[src/hw/rtl/kcac_pkg.sv]
// shared constants and types for the keypad code alarm controller
package kcac_pkg;

  localparam int CODE_KEYS  = 6;
  localparam int MENU_ITEMS = 5;

  localparam int CODE_W = 4 * CODE_KEYS;
  localparam int CNT_W  = (CODE_KEYS > 1) ? $clog2(CODE_KEYS) : 1;
  localparam int MENU_W = $clog2(MENU_ITEMS + 1);

  // action codes
  localparam logic [1:0] ACT_KEY    = 2'd0;
  localparam logic [1:0] ACT_ARM    = 2'd1;
  localparam logic [1:0] ACT_DISARM = 2'd2;
  localparam logic [1:0] ACT_MOTION = 2'd3;

  // key codes
  localparam logic [3:0] K_ZERO = 4'd0;
  localparam logic [3:0] K_A    = 4'd10;
  localparam logic [3:0] K_B    = 4'd11;
  localparam logic [3:0] K_C    = 4'd12;
  localparam logic [3:0] K_D    = 4'd13;
  localparam logic [3:0] K_STAR = 4'd14;
  localparam logic [3:0] K_HASH = 4'd15;

  // event codes
  localparam logic [3:0] EV_NONE          = 4'd0;
  localparam logic [3:0] EV_DIGIT         = 4'd1;
  localparam logic [3:0] EV_SAVED         = 4'd2;
  localparam logic [3:0] EV_MISMATCH      = 4'd3;
  localparam logic [3:0] EV_ARMED         = 4'd4;
  localparam logic [3:0] EV_ARM_DENIED    = 4'd5;
  localparam logic [3:0] EV_DISARMED      = 4'd6;
  localparam logic [3:0] EV_DISARM_DENIED = 4'd7;
  localparam logic [3:0] EV_MASTER_OK     = 4'd8;
  localparam logic [3:0] EV_MASTER_DENIED = 4'd9;
  localparam logic [3:0] EV_MENU_MOVED    = 4'd10;
  localparam logic [3:0] EV_MOTION_ALARM  = 4'd11;
  localparam logic [3:0] EV_STATUS        = 4'd12;

  typedef struct packed {
    logic [1:0] action;
    logic [3:0] key_code;
    logic       motion;
  } kcac_item_t;

  typedef struct packed {
    logic valid;
    logic ready;
  } kcac_hs_t;

endpackage

[src/hw/rtl/kcac_if.sv]
// channel interfaces for the input and result transactions
interface kcac_in_if;
  logic       valid;
  logic       ready;
  logic [1:0] action;
  logic [3:0] key_code;
  logic       motion;

  modport source (output valid, output action, output key_code, output motion, input ready);
  modport sink (input valid, input action, input key_code, input motion, output ready);
endinterface

interface kcac_out_if;
  logic       valid;
  logic       ready;
  logic [3:0] event_res;
  logic [2:0] mode_now;
  logic [2:0] digits_now;
  logic [2:0] menu_item;
  logic       siren;
  logic       armed_lamp;
  logic       disarmed_lamp;

  modport source (output valid, output event_res, output mode_now, output digits_now,
                  output menu_item, output siren, output armed_lamp, output disarmed_lamp,
                  input ready);
  modport sink (input valid, input event_res, input mode_now, input digits_now,
                input menu_item, input siren, input armed_lamp, input disarmed_lamp,
                output ready);
endinterface

[src/hw/rtl/keypad_code_alarm_controller_unit.sv]
// an accepted input transaction is held in the input register, then lands in the result register
// throughput: one transaction per cycle while the result side is ready, set by the input register and result register
// the mode machine is combinational between those two registers
// reset (synchronous, rst_n low) clears mode to setup entry, key count, menu item to one,
// siren and both valid flags; the code stores hold no reset value until written
module keypad_code_alarm_controller_unit
  import kcac_pkg::*;
(
  input  logic        clk,
  input  logic        rst_n,
  kcac_in_if.sink     in_ch,
  kcac_out_if.source  out_ch
);

  // handshake between input register and core
  kcac_hs_t   stage_hs;
  kcac_item_t stage_item;
  logic       core_ready;

  // input register: decouples the keypad side from the mode machine
  kcac_in_stage u_in_stage (
    .clk        (clk),
    .rst_n      (rst_n),
    .in_ch      (in_ch),
    .down_ready (core_ready),
    .hs         (stage_hs),
    .item       (stage_item)
  );

  // mode machine with code stores and the result register
  kcac_core u_core (
    .clk        (clk),
    .rst_n      (rst_n),
    .item_valid (stage_hs.valid),
    .item       (stage_item),
    .item_ready (core_ready),
    .out_ch     (out_ch)
  );

endmodule

[src/hw/rtl/kcac_in_stage.sv]
// input register stage for incoming transactions
module kcac_in_stage
  import kcac_pkg::*;
(
  input  logic        clk,
  input  logic        rst_n,
  kcac_in_if.sink     in_ch,
  input  logic        down_ready,
  output kcac_hs_t    hs,
  output kcac_item_t  item
);

  logic       valid_r;
  logic       valid_nxt;
  kcac_item_t item_r;
  logic       take;

  assign in_ch.ready = !valid_r || down_ready;
  assign take        = in_ch.valid && in_ch.ready;

  always_comb begin
    valid_nxt = valid_r;
    if (take) begin
      valid_nxt = 1'b1;
    end else if (down_ready) begin
      valid_nxt = 1'b0;
    end
  end

  always_ff @(posedge clk) begin
    if (!rst_n) begin
      valid_r <= 1'b0;
    end else begin
      valid_r <= valid_nxt;
    end
  end

  always_ff @(posedge clk) begin
    if (take) begin
      item_r <= '{action: in_ch.action, key_code: in_ch.key_code, motion: in_ch.motion};
    end
  end

  assign hs.valid = valid_r;
  assign hs.ready = down_ready;
  assign item     = item_r;

endmodule

[src/hw/rtl/kcac_core.sv]
// mode machine, code stores and result register
module kcac_core
  import kcac_pkg::*;
(
  input  logic        clk,
  input  logic        rst_n,
  input  logic        item_valid,
  input  kcac_item_t  item,
  output logic        item_ready,
  kcac_out_if.source  out_ch
);

  typedef enum logic [2:0] {
    M_SETUP        = 3'd0,
    M_CONFIRM      = 3'd1,
    M_DISARMED     = 3'd2,
    M_ARM_ENTRY    = 3'd3,
    M_ARMED        = 3'd4,
    M_DISARM_ENTRY = 3'd5,
    M_MASTER       = 3'd6,
    M_MENU         = 3'd7
  } mode_t;

  mode_t              mode_r, mode_nxt;
  logic [CNT_W-1:0]   cnt_r, cnt_nxt;
  logic [MENU_W-1:0]  pos_r, pos_nxt;
  logic               siren_r, siren_nxt;
  logic [CODE_W-1:0]  saved_r, saved_nxt;
  logic [CODE_W-1:0]  first_r, first_nxt;
  logic [CODE_W-1:0]  entry_r, entry_nxt;

  logic               ovalid_r;
  logic [3:0]         ev_r, ev_nxt;
  logic [2:0]         omode_r;
  logic [2:0]         odigits_r;
  logic [2:0]         omenu_r;
  logic               osiren_r;
  logic               oarmed_r;
  logic               odisarmed_r;

  logic               fire;
  logic               take_key;
  logic               done;
  logic [CODE_W-1:0]  shifted;
  logic [7:0]         cnt_wide;
  logic [7:0]         pos_wide;

  assign item_ready = !ovalid_r || out_ch.ready;
  assign fire       = item_valid && item_ready;

  assign shifted  = (entry_r << 4) | CODE_W'(item.key_code);
  assign done     = (cnt_r == CNT_W'(CODE_KEYS - 1));

  always_comb begin
    mode_nxt  = mode_r;
    cnt_nxt   = cnt_r;
    pos_nxt   = pos_r;
    siren_nxt = siren_r;
    saved_nxt = saved_r;
    first_nxt = first_r;
    entry_nxt = entry_r;
    ev_nxt    = EV_NONE;
    take_key  = 1'b0;

    case (item.action)
      ACT_KEY: begin
        // entry modes take every key
        if (mode_r == M_SETUP || mode_r == M_CONFIRM || mode_r == M_ARM_ENTRY ||
            mode_r == M_DISARM_ENTRY || mode_r == M_MASTER) begin
          take_key  = 1'b1;
          entry_nxt = shifted;
          cnt_nxt   = done ? '0 : cnt_r + CNT_W'(1);
          ev_nxt    = EV_DIGIT;
        end
        case (mode_r)
          M_SETUP: begin
            if (done) begin
              first_nxt = shifted;
              mode_nxt  = M_CONFIRM;
            end
          end
          M_CONFIRM: begin
            if (done) begin
              if (shifted == first_r) begin
                saved_nxt = shifted;
                mode_nxt  = M_DISARMED;
                ev_nxt    = EV_SAVED;
              end else begin
                mode_nxt = M_SETUP;
                ev_nxt   = EV_MISMATCH;
              end
            end
          end
          M_DISARMED: begin
            if (item.key_code == K_A) begin
              mode_nxt = M_ARM_ENTRY;
              cnt_nxt  = '0;
            end else if (item.key_code == K_C) begin
              mode_nxt = M_MASTER;
              cnt_nxt  = '0;
            end else if (item.key_code == K_D) begin
              mode_nxt = M_DISARM_ENTRY;
              cnt_nxt  = '0;
            end else if (item.key_code == K_B) begin
              ev_nxt = EV_STATUS;
            end
          end
          M_ARM_ENTRY: begin
            if (done) begin
              if (shifted == saved_r) begin
                mode_nxt = M_ARMED;
                ev_nxt   = EV_ARMED;
              end else begin
                mode_nxt = M_DISARMED;
                ev_nxt   = EV_ARM_DENIED;
              end
            end
          end
          M_ARMED: begin
            if (item.key_code == K_D) begin
              mode_nxt = M_DISARM_ENTRY;
              cnt_nxt  = '0;
            end
          end
          M_DISARM_ENTRY: begin
            if (done) begin
              if (shifted == saved_r) begin
                mode_nxt  = M_DISARMED;
                siren_nxt = 1'b0;
                ev_nxt    = EV_DISARMED;
              end else begin
                mode_nxt = M_ARMED;
                ev_nxt   = EV_DISARM_DENIED;
              end
            end
          end
          M_MASTER: begin
            if (done) begin
              if (shifted == saved_r) begin
                mode_nxt = M_MENU;
                pos_nxt  = MENU_W'(1);
                ev_nxt   = EV_MASTER_OK;
              end else begin
                mode_nxt = M_DISARMED;
                ev_nxt   = EV_MASTER_DENIED;
              end
            end
          end
          M_MENU: begin
            if (item.key_code == K_HASH) begin
              pos_nxt = (pos_r >= MENU_W'(MENU_ITEMS)) ? MENU_W'(1) : pos_r + MENU_W'(1);
              ev_nxt  = EV_MENU_MOVED;
            end else if (item.key_code == K_STAR) begin
              pos_nxt = (pos_r <= MENU_W'(1)) ? MENU_W'(MENU_ITEMS) : pos_r - MENU_W'(1);
              ev_nxt  = EV_MENU_MOVED;
            end else if (item.key_code == K_ZERO) begin
              // first item restarts code setup
              mode_nxt = (pos_r == MENU_W'(1)) ? M_SETUP : M_DISARMED;
              cnt_nxt  = '0;
              ev_nxt   = EV_STATUS;
            end
          end
          default: begin
            mode_nxt = mode_r;
          end
        endcase
      end
      ACT_ARM: begin
        if (mode_r == M_DISARMED) begin
          mode_nxt = M_ARM_ENTRY;
          cnt_nxt  = '0;
        end
      end
      ACT_DISARM: begin
        if (mode_r == M_DISARMED || mode_r == M_ARMED) begin
          mode_nxt = M_DISARM_ENTRY;
          cnt_nxt  = '0;
        end
      end
      ACT_MOTION: begin
        if (item.motion && (mode_r == M_ARMED || mode_r == M_DISARM_ENTRY)) begin
          siren_nxt = 1'b1;
          ev_nxt    = EV_MOTION_ALARM;
        end
      end
      default: begin
        ev_nxt = EV_NONE;
      end
    endcase
  end

  assign cnt_wide = 8'(cnt_nxt);
  assign pos_wide = 8'(pos_nxt);

  // control state and valid flag
  always_ff @(posedge clk) begin
    if (!rst_n) begin
      mode_r   <= M_SETUP;
      cnt_r    <= '0;
      pos_r    <= MENU_W'(1);
      siren_r  <= 1'b0;
      ovalid_r <= 1'b0;
    end else begin
      if (fire) begin
        mode_r   <= mode_nxt;
        cnt_r    <= cnt_nxt;
        pos_r    <= pos_nxt;
        siren_r  <= siren_nxt;
        ovalid_r <= 1'b1;
      end else if (out_ch.ready) begin
        ovalid_r <= 1'b0;
      end
    end
  end

  // code stores and result payload
  always_ff @(posedge clk) begin
    if (fire) begin
      saved_r     <= saved_nxt;
      first_r     <= first_nxt;
      if (take_key) begin
        entry_r <= entry_nxt;
      end
      ev_r        <= ev_nxt;
      omode_r     <= mode_nxt;
      odigits_r   <= cnt_wide[2:0];
      omenu_r     <= pos_wide[2:0];
      osiren_r    <= siren_nxt;
      oarmed_r    <= (mode_nxt == M_ARMED) || (mode_nxt == M_DISARM_ENTRY);
      odisarmed_r <= (mode_nxt == M_DISARMED);
    end
  end

  assign out_ch.valid         = ovalid_r;
  assign out_ch.event_res     = ev_r;
  assign out_ch.mode_now      = omode_r;
  assign out_ch.digits_now    = odigits_r;
  assign out_ch.menu_item     = omenu_r;
  assign out_ch.siren         = osiren_r;
  assign out_ch.armed_lamp    = oarmed_r;
  assign out_ch.disarmed_lamp = odisarmed_r;

endmodule

[src/flat_wrapper.sv]
// flat-port wrapper written by rule: the top's interface ports become plain ports
module keypad_code_alarm_controller_unit_flat import kcac_pkg::*;
  (clk, rst_n, in_ch_valid, in_ch_action, in_ch_key_code, in_ch_motion, in_ch_ready, out_ch_valid, out_ch_event_res, out_ch_mode_now, out_ch_digits_now, out_ch_menu_item, out_ch_siren, out_ch_armed_lamp, out_ch_disarmed_lamp, out_ch_ready);
  kcac_in_if in_ch_i ();
  kcac_out_if out_ch_i ();
  input  logic clk;
  input  logic rst_n;
  input wire logic [$bits(in_ch_i.valid)-1:0] in_ch_valid;
  input wire logic [$bits(in_ch_i.action)-1:0] in_ch_action;
  input wire logic [$bits(in_ch_i.key_code)-1:0] in_ch_key_code;
  input wire logic [$bits(in_ch_i.motion)-1:0] in_ch_motion;
  output wire logic [$bits(in_ch_i.ready)-1:0] in_ch_ready;
  output wire logic [$bits(out_ch_i.valid)-1:0] out_ch_valid;
  output wire logic [$bits(out_ch_i.event_res)-1:0] out_ch_event_res;
  output wire logic [$bits(out_ch_i.mode_now)-1:0] out_ch_mode_now;
  output wire logic [$bits(out_ch_i.digits_now)-1:0] out_ch_digits_now;
  output wire logic [$bits(out_ch_i.menu_item)-1:0] out_ch_menu_item;
  output wire logic [$bits(out_ch_i.siren)-1:0] out_ch_siren;
  output wire logic [$bits(out_ch_i.armed_lamp)-1:0] out_ch_armed_lamp;
  output wire logic [$bits(out_ch_i.disarmed_lamp)-1:0] out_ch_disarmed_lamp;
  input wire logic [$bits(out_ch_i.ready)-1:0] out_ch_ready;
  assign in_ch_i.valid = in_ch_valid;
  assign in_ch_i.action = in_ch_action;
  assign in_ch_i.key_code = in_ch_key_code;
  assign in_ch_i.motion = in_ch_motion;
  assign in_ch_ready = in_ch_i.ready;
  assign out_ch_valid = out_ch_i.valid;
  assign out_ch_event_res = out_ch_i.event_res;
  assign out_ch_mode_now = out_ch_i.mode_now;
  assign out_ch_digits_now = out_ch_i.digits_now;
  assign out_ch_menu_item = out_ch_i.menu_item;
  assign out_ch_siren = out_ch_i.siren;
  assign out_ch_armed_lamp = out_ch_i.armed_lamp;
  assign out_ch_disarmed_lamp = out_ch_i.disarmed_lamp;
  assign out_ch_i.ready = out_ch_ready;
  keypad_code_alarm_controller_unit u_core (.clk(clk), .rst_n(rst_n), .in_ch(in_ch_i), .out_ch(out_ch_i));
endmodule
[config.mk]
export PLATFORM = sky130hd
export DESIGN_NAME = keypad_code_alarm_controller_unit_flat
export DESIGN_NICKNAME = d
export VERILOG_FILES = /design/src/hw/rtl/kcac_pkg.sv /design/src/hw/rtl/kcac_if.sv /design/src/hw/rtl/keypad_code_alarm_controller_unit.sv /design/src/hw/rtl/kcac_in_stage.sv /design/src/hw/rtl/kcac_core.sv /design/src/flat_wrapper.sv
export SDC_FILE = /design/constraint.sdc
export NUM_CORES = 1
export LEC_CHECK = 0
export BUFFER_PORTS_ARGS = -buffer_cell sky130_fd_sc_hd__buf_2
export CAP_MARGIN = 20
export CORE_ASPECT_RATIO = 0.9
export CORE_MARGIN = 2
export CORE_UTILIZATION = 40
export DETAILED_ROUTE_END_ITERATION = 7
export PLACE_DENSITY = 0.59
export SETUP_SLACK_MARGIN = 0.5
export SYNTH_ARGS = -nofsm -noshare
export SYNTH_HDL_FRONTEND = slang
export SYNTH_SLANG_ARGS = --single-unit
[constraint.sdc]
create_clock -name clk -period 3.68 [get_ports clk]
set_input_delay 0.184 -clock clk [delete_from_list [all_inputs] [get_ports clk]]
set_output_delay 0.184 -clock clk [all_outputs]
set_load 0.03 [all_outputs]
After elaboration in Yosys (flattened, before gate mapping):

Index checks and enable logic that the tools add are counted.

* register bits after elaboration: 103
* input port bits: 11
* output and inout bits: 18
* word-level logic and storage cells: 140

* add/subtract/negate cells: 3
* $lt $le $gt $ge: 2
* eq/ne operators: 23
* multiplexer cells: 70
* bitwise gates (word level): 1
* reductions and logical operators: 22

Operator list (number)
* $mux 3: 33
* $eq 24x24->1: 2
* $mux 4: 12
* $pmux 3 s3: 3
* $eq 4x4->1 const B: 6
* $or 24x4->24: 1
* $pmux 3 s8: 1
* $pmux 4 s6: 1
* $eq 3x3->1 const B: 7
* $mux 1: 15
* $eq 3x2->1 const B: 3
* $logic_or 1x1->1: 9
* $pmux 4 s2: 1
* $reduce_and 4->1: 2
* $add 3x1->3 const B: 2
* $eq 3x1->1 const B: 2
* $pmux 3 s2: 1
* $reduce_and 5->1: 1
* $eq 2x2->1 const B: 2
* $logic_not 4->1: 1
* $mux 2: 2
* $reduce_bool 2->1: 2
* $ge 3x3->1 const B: 1
* $le 3x1->1 const B: 1
* other kinds (7): 10

Depth between registers and ports, before layout:

* depth in word-level cells: 12
* depth in mapped cells: 9
* gate-level depth less buffers: 9

Cells and area by module:

Synthesis repeated with hierarchy kept, for this count alone.

* cell total of the unflattened synthesis: 394
* area total of the unflattened synthesis: 4880.9 um^2

Modules (own cells, without submodules)
* kcac_core: instances 1, cells an instance 380, area each 4598.2 um^2
* kcac_in_stage: instances 1, cells an instance 14, area each 282.8 um^2

Worst setup path after synthesis:

No wires, ideal clock.

* path kind: reg2reg
* from: reg u_core.u_core.ovalid_r, in the netlist u_core.u_core.out_ch.valid
* to: reg u_core.u_core.first_r[0] (enable)
* arrival: 3512 ps
* data required time: 3214 ps
* setup slack: -298 ps
* stages on the path, launching flop included: 6
* cells stage by stage: dfxtp_1 -> nor2b_1 -> nand2b_1 -> clkinv_1 -> nand2_1 -> nor4_1

* longest elaborated chain between the ends: 4

Ends and longest elaborated chain
* start: declaration: line kcac_core.sv:32 `logic ovalid_r;`
* start signal: assignment: line kcac_core.sv:202 `ovalid_r <= 1'b0;`
* start signal: assignment: line kcac_core.sv:209 `ovalid_r <= 1'b1;`
* start signal: assignment: line kcac_core.sv:211 `ovalid_r <= 1'b0;`
* $logic_not 1->1: line kcac_core.sv:48 `assign item_ready = !ovalid_r || out_ch.ready;`
* $logic_or 1x1->1: line kcac_core.sv:48
* $logic_and 1x1->1: line kcac_core.sv:49 `assign fire = item_valid && item_ready;`
* via u_core.u_core.fire: line kcac_core.sv:41 `logic fire;`
* $reduce_and 4->1 (no line)
* end signal: assignment: line kcac_core.sv:220 `first_r <= first_nxt;`
* end: declaration: line kcac_core.sv:29 `logic [CODE_W-1:0] first_r, first_nxt;`

The timed path passes the listed nets, and every way through them passes these cells.
A chain may end at the register's enable or synchronous reset.

Final worst setup path:

* from: reg u_core.u_in_stage.item_r (netlist bit u_core.u_in_stage.item[2])
* to: reg u_core.u_core.oarmed_r, in the netlist u_core.u_core.out_ch.armed_lamp (data pin)

* longest elaborated chain between the ends: 8
* elaborated cells on any way between the ends: 28
* those cells by class: eq/ne: 9; mux: 16; bitwise: 1; reduce/logical: 2

Ends and longest elaborated chain
* start: declaration: line kcac_in_stage.sv:15 `kcac_item_t item_r;`
* start signal: assignment: line kcac_in_stage.sv:40 `item_r <= '{action: in_ch.action, key_code: in_ch.key_code, motion: in_ch.motion};`
* $or 24x4->24, or another cell as far along: line kcac_core.sv:51 `assign shifted = (entry_r << 4) | CODE_W'(item.key_code);`
* $eq 24x24->1, or another cell as far along: line kcac_core.sv:110, kcac_core.sv:127, kcac_core.sv:139
* $mux 3, on equally long branches (2 in series)
* $pmux 3 s8 *: line kcac_core.sv:75 `case (mode_r)`
* $pmux 3 s3 *: line kcac_core.sv:65 `case (item.action)`
* via u_core.u_core.mode_nxt[2]: line kcac_core.sv:24 `mode_t mode_r, mode_nxt;`
* $eq 3x3->1: line kcac_core.sv:229 `oarmed_r <= (mode_nxt == M_ARMED) || (mode_nxt == M_DISARM_ENTRY);`
* $logic_or 1x1->1 *: line kcac_core.sv:229
* end signal: assignment: line kcac_core.sv:229
* end: declaration: line kcac_core.sv:38 `logic oarmed_r;`

Mark *: on every way through the listed nets, which the timed path passes. The rest lies on a longest branch.

==> reports/metrics.yaml <==
yosys:
  ys_seq_area_share_pct: 62.07
  synth_edf_count: 91
  synth_area_um2: 4790
  synth.top_cell.area_share_pct: 57.05
  netlist_instances: 384
  synth_area_leaders: "edfxtp_1 57%, xor2_1 6.4%, dfxtp_1 5.0%, xnor2_1 2.6%, nor2_1 2.0%"
  ys_warn_count: 0
  async_reset_ff_share_pct: 0
  syn_nets: 402
  ys.flop_type: "edfxtp_1"
  synth_seq_cells: 103
  synth_top_area_cell: "edfxtp_1"
  synth_cell_types: 60
  avgSynthCellArea_um2: 12.47
grt:
  grt_usage_pct: 16.00
  grt_pass1_wl_um: 15680
  grt_pass1_vias: 2987
  grt_max_degree: 28
  grt_antenna_before_repair: 0
  grt_overflow: 0
detailed_routing:
  drt_wl_total_um: 9508
  via_per_inst: 5.269
  routedWlPerCell_um: 16.59
  detail_route.first_pass.iterations: 4
  drc_errors: 0
  drt_iter0_drc: 156
  vias: 3019
  antenna_left: 0
sta:
  slew_headroom_pct: 39.41
  clock-skew-final_ps: 8.267
  tightest_slew_ps: 907.6
  setup_violations: 0
  drv_slew: 0
  fin_tns_setup_ps: 0
  hold_violations: 0
  rsz0062_at_grt: "no"
  min_period_ps: 2729
  max_freq_mhz: 366.5
  holdWs_ps: 12.92
  fin_crit_sh_pct: 74.15
worst_setup_path:
  cp_max_fo: 14
  critPathLaunchType: "register"
  critPathKind: "reg2reg"
  cp_cell_sequence: "xor2_1, nor4_1, nand4_1, nor2_1, mux2_1, nor3_1, inv_2, and2_1"
  reg2reg_from: "u_core.u_in_stage.item[2]"
  worst_ep_arrival_time_ps: 2830
  crit_required_ps: 3780
  worst_setup_path_startpoint: "u_core.u_in_stage.item[2]"
  critical-path-max-stage-delay_ps: 580
  crit_slowest_cell: "edfxtp_1"
  cp-end-kind: "register"
power:
  leakage_uw: 0.001878
  power_density_nw_per_um2: 439.7
  peakVddDrop_v: 0.0002438
cells_and_area:
  seqCellArea_um2: 2973
  finalInstanceArea_um2: 5413
  multi_input_area_um2: 1727
  n_fill_cell: 1066
  drive_above_1_share_pct: 14.87
  area_growth_pct: 13.01
  antenna_cells: 0
  final_nets: 430
floorplan:
  rows: 37
  die_x_um: 119.3
  die_height_um: 107.8
  core_um2: 11570
  start_util_pct: 41.38
  io_pins: 29
  dieArea_um2: 12870
clock_network:
  ctsResizeCount: 0
  htree_levels: 3
  clk_pin_slew_ps: 70
  cts.path.max_buffers: 2
  cts_sinks: 103
  cts_buffers: 9
  cts_hold_buffers: 0
  cts_root_buffer: "clkbuf_16"
  cts_setup_buffers: 0
  clk_latency_ps: 340
  cts_tree: "built"
place:
  placed_area_um2: 5121
  port_buffers: 28
  routabilityCongestion: 0.8240
  detailed_place_hpwl_um: 6498
run_status:
  status: "finished clean"
min_path:
  worstHoldStart: "in_ch_key_code[3]"
  min_path_type: "in2reg"
flow_run:
  drv_cap: 0
[critical path, delay by kind of cell (launching register included)]
| family | cells | cell delay (ps) |
|---|---|---|
| simple gates | 5 | 1250 |
| flops | 1 | 580 |
| mux | 1 | 350 |
| xor+xnor | 1 | 240 |
| buf+inv | 1 | 70 |
[Yosys cell counts (2+ instances only)]
library cell	count
nor4_1	11
or2_2	4
nand3_1	8
inv_1	9
o31ai_1	3
nor4_2	2
nor3_1	15
o21bai_1	2
o211ai_1	2
xnor2_1	14
a31oi_1	2
a211o_1	2
nand4_1	6
nand4b_1	2
dfxtp_1	12
o21a_1	5
a211oi_1	3
o22ai_1	2
nand2_1	20
or3_1	2
ha_1	7
o21ai_1	6
xor2_1	35
a21o_1	4
nor2_1	25
nand2b_1	5
and2_1	3
clkbuf_1	10
buf_2	3
nor2b_1	9
mux2_1	2
nor3b_1	5
o21ai_0	9
edfxtp_1	91
buf_1	3
o211a_1	2
a21oi_1	16
[cells by family (layout without fill, tap and decap cells)]
group	Yosys count	after routing	synth area share (%)
adder cells (fa/ha/maj)	7	7	1.829
AO/OA/AOI/OAI	70	70	9.979
buffers and inverters	28	61	2.429
flip-flops	103	103	62.07
AND/OR/NAND/NOR	124	124	14.05
multiplexers	3	3	0.6792
XOR/XNOR	49	49	8.960
[metal layers]
layer / part of all wire, % / routed length, um / vias to the layer above / GRT usage, %
li1: - / - / 1475 / -
met1: 50 / 4791 / 1455 / 23.39
met2: 44 / 4141 / 78 / 23.44
met3: 4.6 / 441 / 11 / 3.231
met4: 1.4 / 134 / 0 / 6.218
met5: 0 / 0 / - / 0
[layout make-up]
cell class / instances / share of cell area [%]
sequential: 103 / 54.92
multi-input combinational: 253 / 31.90
inverter: 11 / 0.7628
timing repair buffer: 34 / 3.421
tap: 156 / 3.606
clock buffer: 11 / 4.300
clock inverter: 5 / 1.086
[power by group]
group	internal (uW)	switching (uW)	total (uW)
Combinational	47.6	81.9	129
Clock	528	404	932
Sequential	1290	32.6	1320
[state kept, by name (all words and copies together) (netlist names)]
name and count:
u_core.u_in_stage.item 7, u_core.u_core.out_ch.valid 1, u_core.u_core.out_ch.mode_now 3, u_core.u_core.out_ch.disarmed_lamp 1, u_core.u_core.saved_r 24, u_core.u_in_stage.valid_r 1, u_core.u_core.out_ch.event_res 4, u_core.u_core.entry_r 20
u_core.u_core.out_ch.siren 1, u_core.u_core.siren_r 1, u_core.u_core.out_ch.armed_lamp 1, u_core.u_core.cnt_r 3, u_core.u_core.first_r 24, u_core.u_core.pos_r 3, u_core.u_core.out_ch.digits_now 3, u_core.u_core.mode_r 3
u_core.u_core.out_ch.menu_item 3
[per-stage QoR]
stage          power (uW)  instances  util [%]  setup slack (ps)
6_report             2380        573     46.77             951.1
5_1_grt              2459        573     46.77             725.6
4_1_cts              2402        573     46.77             967.5
3_5_place_dp         1474        557     44.25             981.7
3_3_place_gp         1471        557     44.25              1029
2_1_floorplan        1431        384         -             682.5
[final timing paths]
| check | depth (start not counted) | slack [ps] | end |
|---|---|---|---|
| min reg2reg | 1 | 540 | u_core.u_core.out_ch.valid |
| min | 1 | 10 | u_core.u_in_stage.item[4] |
| max reg2reg | 8 | 950 | u_core.u_core.out_ch.armed_lamp |
| max | 8 | 950 | u_core.u_core.out_ch.armed_lamp |
[cells in the final DEF, fill, tap and decap left out, types with 3 or more instances in the layout]
cell and n:
buf_2 28, nor2_1 25, a211oi_1 3, o21ai_1 6
xnor2_1 14, o31ai_1 3, nand3_1 8, buf_4 6
ha_1 7, nor3_1 14, nor3b_1 5, a21o_1 4
o21a_1 5, or2_2 4, nor2b_1 9, nor4_1 10
and2_1 3, edfxtp_1 91, nand4_1 6, clkbuf_16 9
inv_1 9, o21ai_0 9, a21oi_1 16, nand2b_1 5
nand2_1 20, dfxtp_1 12, xor2_1 35
(Power assumes the default switching activity.)
